**config.mk**
```make
export PLATFORM = sky130hd
export DESIGN_NAME = mbc1_map
export DESIGN_NICKNAME = d
export VERILOG_FILES = /design/src/rtl/mbc1_pkg.sv /design/src/rtl/mbc1_map.sv
export SDC_FILE = /design/constraint.sdc
export NUM_CORES = 1
export LEC_CHECK = 0
export BUFFER_PORTS_ARGS = -buffer_cell sky130_fd_sc_hd__buf_2
export CAP_MARGIN = 30
export CORE_AREA = 2 2 78 65
export DETAILED_ROUTE_END_ITERATION = 8
export DIE_AREA = 0 0 80 67
export GPL_TIMING_DRIVEN = 0
export PLACE_DENSITY = 0.67
export SLEW_MARGIN = 20
export SYNTH_ARGS = -nofsm -noshare
export SYNTH_HDL_FRONTEND = slang
export SYNTH_SLANG_ARGS = --single-unit
```
**constraint.sdc**
```tcl
create_clock -name clk -period 1.3 [get_ports clk]
set_clock_uncertainty 0.15 [all_clocks]
set_input_delay 0.13 -clock clk [delete_from_list [all_inputs] [get_ports clk]]
set_output_delay 0.13 -clock clk [all_outputs]
set_load 0.01 [all_outputs]
```
**src/rtl/mbc1_pkg.sv**
```systemverilog
package mbc1_pkg;

	// Defaults for the top-level parameters
	localparam int unsigned RAM_BYTES_DEF     = 32768;
	localparam int unsigned ROM_ADDR_BITS_DEF = 21;

	// Fixed field widths
	localparam int unsigned ADDR_W     = 16;
	localparam int unsigned DATA_W     = 8;
	localparam int unsigned ROM_W      = 21;
	localparam int unsigned RAM_OFF_W  = 15;
	localparam int unsigned LOW_BANK_W = 5;
	localparam int unsigned HIGH_BANK_W = 2;

	// Request operations
	localparam logic OP_READ  = 1'b0;
	localparam logic OP_WRITE = 1'b1;

	// Result regions
	localparam logic [1:0] REGION_ROM  = 2'd0;
	localparam logic [1:0] REGION_RAM  = 2'd1;
	localparam logic [1:0] REGION_NONE = 2'd2;

	// Control register windows, picked by address bits 14:13 below 0x8000
	localparam logic [1:0] CTL_RAM_EN    = 2'd0;
	localparam logic [1:0] CTL_LOW_BANK  = 2'd1;
	localparam logic [1:0] CTL_HIGH_BANK = 2'd2;
	localparam logic [1:0] CTL_MODE      = 2'd3;

	localparam logic [3:0] RAM_EN_KEY    = 4'hA;
	localparam logic [2:0] RAM_WINDOW_HI = 3'b101;

	typedef struct packed {
		logic              operation;
		logic [ADDR_W-1:0] address;
		logic [DATA_W-1:0] write_data;
	} req_t;

	typedef struct packed {
		logic [1:0]        region;
		logic [ROM_W-1:0]  rom_address;
		logic [DATA_W-1:0] read_data;
		logic              ram_enabled;
	} rsp_t;

	// One access to the external RAM store
	typedef struct packed {
		logic                 en;
		logic                 wr;
		logic [RAM_OFF_W-1:0] addr;
		logic [DATA_W-1:0]    wdata;
	} ram_acc_t;

endpackage

```
**src/rtl/mbc1_map.sv**
```systemverilog
module mbc1_map #(
	parameter int unsigned RAM_BYTES     = 32768,
	parameter int unsigned ROM_ADDR_BITS = 21
) (
	input  logic                               clk,
	input  logic                               arst_n,
	input  logic                               take,
	input  mbc1_pkg::req_t                     req,
	output mbc1_pkg::ram_acc_t                 acc,
	output logic                               valid_s1,
	output logic [1:0]                         region_s1,
	output logic [mbc1_pkg::ROM_W-1:0]         rom_s1,
	output logic                               flag_s1,
	output logic                               ram_rd_s1
);
	import mbc1_pkg::*;

	localparam logic [RAM_OFF_W:0] RamSize = (RAM_OFF_W+1)'(RAM_BYTES);

	logic [LOW_BANK_W-1:0]  low_bank_q;
	logic [HIGH_BANK_W-1:0] high_bank_q;
	logic                   mode_q;
	logic                   flag_q;

	logic                   is_low;
	logic                   is_ram;
	logic                   ctl_wr;
	logic                   flag_d;
	logic [LOW_BANK_W-1:0]  bank_eff;
	logic [ROM_W-1:0]       rom_full;
	logic [ROM_W-1:0]       rom_cut;
	logic [1:0]             region_d;
	logic [RAM_OFF_W:0]     off;

	assign is_low = ~req.address[ADDR_W-1];
	assign is_ram = req.address[ADDR_W-1 -: 3] == RAM_WINDOW_HI;
	assign ctl_wr = take & is_low & (req.operation == OP_WRITE);

	// Next enable flag, reported with this request's result
	always_comb begin
		flag_d = flag_q;
		if (is_low && req.operation == OP_WRITE && req.address[14:13] == CTL_RAM_EN) begin
			flag_d = req.write_data[3:0] == RAM_EN_KEY;
		end
	end

	// ROM mapping; a low bank of zero acts as one in the switchable window
	always_comb begin
		bank_eff = (low_bank_q == '0) ? LOW_BANK_W'(1) : low_bank_q;
		if (!req.address[14]) begin
			rom_full = {(mode_q ? high_bank_q : 2'b00), 5'b0, req.address[13:0]};
		end else begin
			rom_full = {high_bank_q, bank_eff, req.address[13:0]};
		end
		rom_cut = ROM_W'(rom_full[ROM_ADDR_BITS-1:0]);
	end

	// RAM offset, folded into the store size
	always_comb begin
		off = {1'b0, (mode_q ? high_bank_q : 2'b00), req.address[12:0]};
		for (int i = 0; i < 3; i++) begin
			if (off >= RamSize) begin
				off = off - RamSize;
			end
		end
	end

	always_comb begin
		priority if (is_low && req.operation == OP_READ) begin
			region_d = REGION_ROM;
		end else if (is_ram) begin
			region_d = REGION_RAM;
		end else begin
			region_d = REGION_NONE;
		end
	end

	always_comb begin
		acc.en    = take & is_ram;
		acc.wr    = req.operation == OP_WRITE;
		acc.addr  = off[RAM_OFF_W-1:0];
		acc.wdata = req.write_data;
	end

	always_ff @(posedge clk or negedge arst_n) begin
		if (!arst_n) begin
			low_bank_q  <= '0;
			high_bank_q <= '0;
			mode_q      <= 1'b0;
			flag_q      <= 1'b0;
		end else if (ctl_wr) begin
			unique case (req.address[14:13])
				CTL_RAM_EN:    flag_q      <= flag_d;
				CTL_LOW_BANK:  low_bank_q  <= req.write_data[LOW_BANK_W-1:0];
				CTL_HIGH_BANK: high_bank_q <= req.write_data[HIGH_BANK_W-1:0];
				CTL_MODE:      mode_q      <= req.write_data[0];
				default:       mode_q      <= mode_q;
			endcase
		end
	end

	always_ff @(posedge clk or negedge arst_n) begin
		if (!arst_n) begin
			valid_s1 <= 1'b0;
		end else begin
			valid_s1 <= take;
		end
	end

	always_ff @(posedge clk) begin
		if (take) begin
			region_s1 <= region_d;
			rom_s1    <= (region_d == REGION_ROM) ? rom_cut : '0;
			flag_s1   <= flag_d;
			ram_rd_s1 <= is_ram & (req.operation == OP_READ);
		end
	end

endmodule

```
==> summary.txt <==
Outcome -> complete, no violations
CP endpoint kind -> output port
Logic gate share of total power -> 0.179
Slew @ Worst Pin -> 403 ps
Antenna-violating nets left -> 0
Startpoint types -> flip-flop
Placed Instance Area -> 2010 µm²
Crit share post-route -> 0.957
Reg clk slew, reported paths -> 60 ps
Worst Hold Path Cells -> 2
Cell leakage power -> 1.08 nW
Worst Reg-to-Reg Cells -> 3
Layout net count -> 238
Mapped Area -> 1570 µm²
Mean Syn Cell Area -> 14.3 µm²
Clock power frac -> 0.279
Int Power -> 1.94 mW
Post-Synth Simple-Gate Area -> 0.162
Number of global-route vias before repair -> 1039
VDD IR max -> 0.383 mV
Post-Synth XOR/XNOR Area -> 0
Post-Route WL -> 3100 µm
GRT overflow -> 0
Hold Path Class -> primary input to flip-flop
Design area -> 2290 µm²
First-pass DRT Iterations -> 2
Worst-path fanout max -> 4
Part of the power in registers -> 0.541
DR vias/cell -> 4.16
Final setup fails -> 0
CTS tree -> built
Final Wtd Congestion -> 0.704
Syn Inst Count -> 110
CP Capture Point -> acc[21]
DRT iter0 DRCs -> 36
Critical path cell sequence -> and2_1, buf_2
H-tree depth -> 2
Compound-gate portion of the synthesized area -> 0.0112
Slowest-stage cell, CP -> dfrtp_1
Sw frac -> 0.235
Avg WL per Cell -> 11.4 µm
Seq/Total Area, Yosys -> 0.638
Crit path DAT -> 960 ps
Slew margin rel. -> 0.728
Adder-Cell Fraction of Synth Area -> 0
Final hold violations -> 0
Slew Limit Fails -> 0
Clk sinks -> 35
Clk_lat worst skew -> 280 ps
Largest family of logic cells by synthesized area -> simple AND/OR/NAND/NOR gates
Mux contribution to synthesized area -> 0.0718
Initial Util -> 0.348
Global-route wire length before repair -> 4950 µm
Max-Cap Viols -> 0
#FFs+latches synth -> 35
Hpwl dp -> 2200 µm
Initial antenna violation count -> 0
Pwr/cell area -> 1110 nW/µm²
Fraction of layout instances using a drive strength above 1 -> 0.550
Die Y -> 67 µm
Critical path class -> flip-flop to output port
Critical R2R Capture -> rom_s1[19]
CTS Root Buffer Type -> clkbuf_8
Fillers -> 413
Required @ worst endpoint -> 1020 ps
Core box area -> 4510 µm²
Largest net degree at the start of global routing -> 31
Max stage delay on crit path -> 400 ps
Net Count, Synth -> 138
Fin crit period -> 1240 ps
# diodes -> 0
Reg2reg setup slack -> 70 ps
Worst r2r src -> mode_q
# DRC -> 0
Setup TNS -> 0 ps
Area growth from synthesis to layout -> 45.9%
Max Root-Sink Buffers -> 2
I/O Pins -> 79
Port-buffer cells -> 74
RSZ-0062 raised after global routing -> false
Synth cell types -> 19
Yosys warnings -> 0
Tot Pwr -> 2.54 mW
GRT Total Usage -> 0.125
Vias -> 1127
Site Rows -> 22
Critical Path Start -> mode_q
Die ar. -> 5360 µm²
CTS Buf Count -> 5
Chip width -> 80 µm
P_sw -> 597 µW
Fmax -> 0.803 GHz
## registers in the layout (all words and copies together), names as in the netlist, 2 cells and up
name and flops:
low_bank_q 5, rom_s1 21, high_bank_q 2, region_s1 2
## placed cells by master, fill, tap and decap left out, drive strengths merged
| cell | count |
|---|---|
| inv | 1 |
| nor4b | 1 |
| o211a | 1 |
| and2 | 18 |
| nor4 | 2 |
| dlygate4sd3 | 18 |
| nor3 | 1 |
| nor4bb | 1 |
| nor2b | 2 |
| clkbuf | 8 |
| o21a | 1 |
| nand4b | 1 |
| dfrtp | 10 |
| mux2 | 10 |
| buf | 98 |
| nor2 | 4 |
| clkinv | 2 |
| and3 | 5 |
| edfxtp | 25 |
| nand2 | 2 |
## worst min-delay path by stage
stage	start	to	slack [ps]
final	req[0]	high_bank_q[0]	10
after global routing	req[13]	rom_s1[5]	4
after CTS	req[0]	high_bank_q[0]	7
after detailed placement	arst_n	high_bank_q[0]	-150
after global placement	arst_n	high_bank_q[0]	-150
after floorplan	arst_n	flag_q	-320
## repair_timing
action,in CTS,in global routing
setup endpoints to repair,8,6
hold endpoints to repair,27,1
pin swaps,0,1
hold buffers,17,1
resized for setup,1,1
buffers inserted,0,1
## Yosys cell counts
| master | number | area, µm² |
|---|---|---|
| nor2b_1 | 2 | 12.5 |
| nor4_1 | 1 | 6.26 |
| o21a_1 | 1 | 7.51 |
| and3_1 | 5 | 31.3 |
| nor4b_4 | 1 | 23.8 |
| o211a_1 | 1 | 10.0 |
| nand4b_1 | 1 | 8.76 |
| nor2_1 | 4 | 15.0 |
| and2_1 | 18 | 113 |
| nor4bb_1 | 1 | 10.0 |
| nand2_1 | 2 | 7.51 |
| inv_2 | 1 | 3.75 |
| buf_4 | 23 | 173 |
| mux2_2 | 10 | 113 |
| nor4_4 | 1 | 21.3 |
| nor3_1 | 1 | 5.00 |
| edfxtp_1 | 25 | 751 |
| clkbuf_1 | 2 | 7.51 |
| dfrtp_1 | 10 | 250 |
## worst max-delay path: cells and delay by family, from the launching register on
family	cells	cell delay [ps]
simple gates	1	160
buf+inv	1	130
flops	1	400
## power groups by stage
| stage | Clock, mW | Combinational (mW) | Sequential, mW |
|---|---|---|---|
| after floorplan | 0 | 0.192 | 1.42 |
| after global placement | 0 | 0.400 | 1.40 |
| after detailed placement | 0 | 0.408 | 1.40 |
| after CTS | 0.744 | 0.448 | 1.38 |
| after global routing | 0.794 | 0.504 | 1.39 |
| final | 0.709 | 0.456 | 1.37 |
## kinds of logic (layout without fill, tap and decap cells)
logic type,count (synthesis),count (layout)
compound gates,2,2
mux,10,10
buf+inv,26,127
simple gates,37,37
flops,35,35
## final cells by class
| cell class | count | area, µm² | share of cell area |
|---|---|---|---|
| Timing Repair Buffer | 93 | 564 | 0.247 |
| Sequential cell | 35 | 1000 | 0.437 |
| Multi-Input combinational cell | 49 | 384 | 0.168 |
| Inverter | 1 | 3.75 | 0.00164 |
| Clock inverter | 2 | 7.51 | 0.00328 |
| Clock buffer | 6 | 72.6 | 0.0317 |
| Buffer | 25 | 180 | 0.0787 |
| Tap cell | 60 | 75.1 | 0.0328 |
## per-layer routing
| metal | GRT usage | vias up | wire length [µm] |
|---|---|---|---|
| met5 | 0 | - | 0 |
| met4 | 0.0763 | 0 | 74 |
| met3 | 0.0379 | 9 | 318 |
| met2 | 0.197 | 58 | 1380 |
| met1 | 0.149 | 498 | 1320 |
| li1 | - | 562 | - |
## metrics by stage
stage               hold slack, ps  setup WS [ps]  utilization  cells
detailed placement            -149           -513        0.446    244
floorplan                     -316           2.10            -    110
global route                  3.73           2.53        0.507    271
CTS                           6.68           21.3        0.502    269
global placement              -149           -502        0.446    244
finish                        10.2           55.3        0.507    271
(Power assumes the default switching activity.)
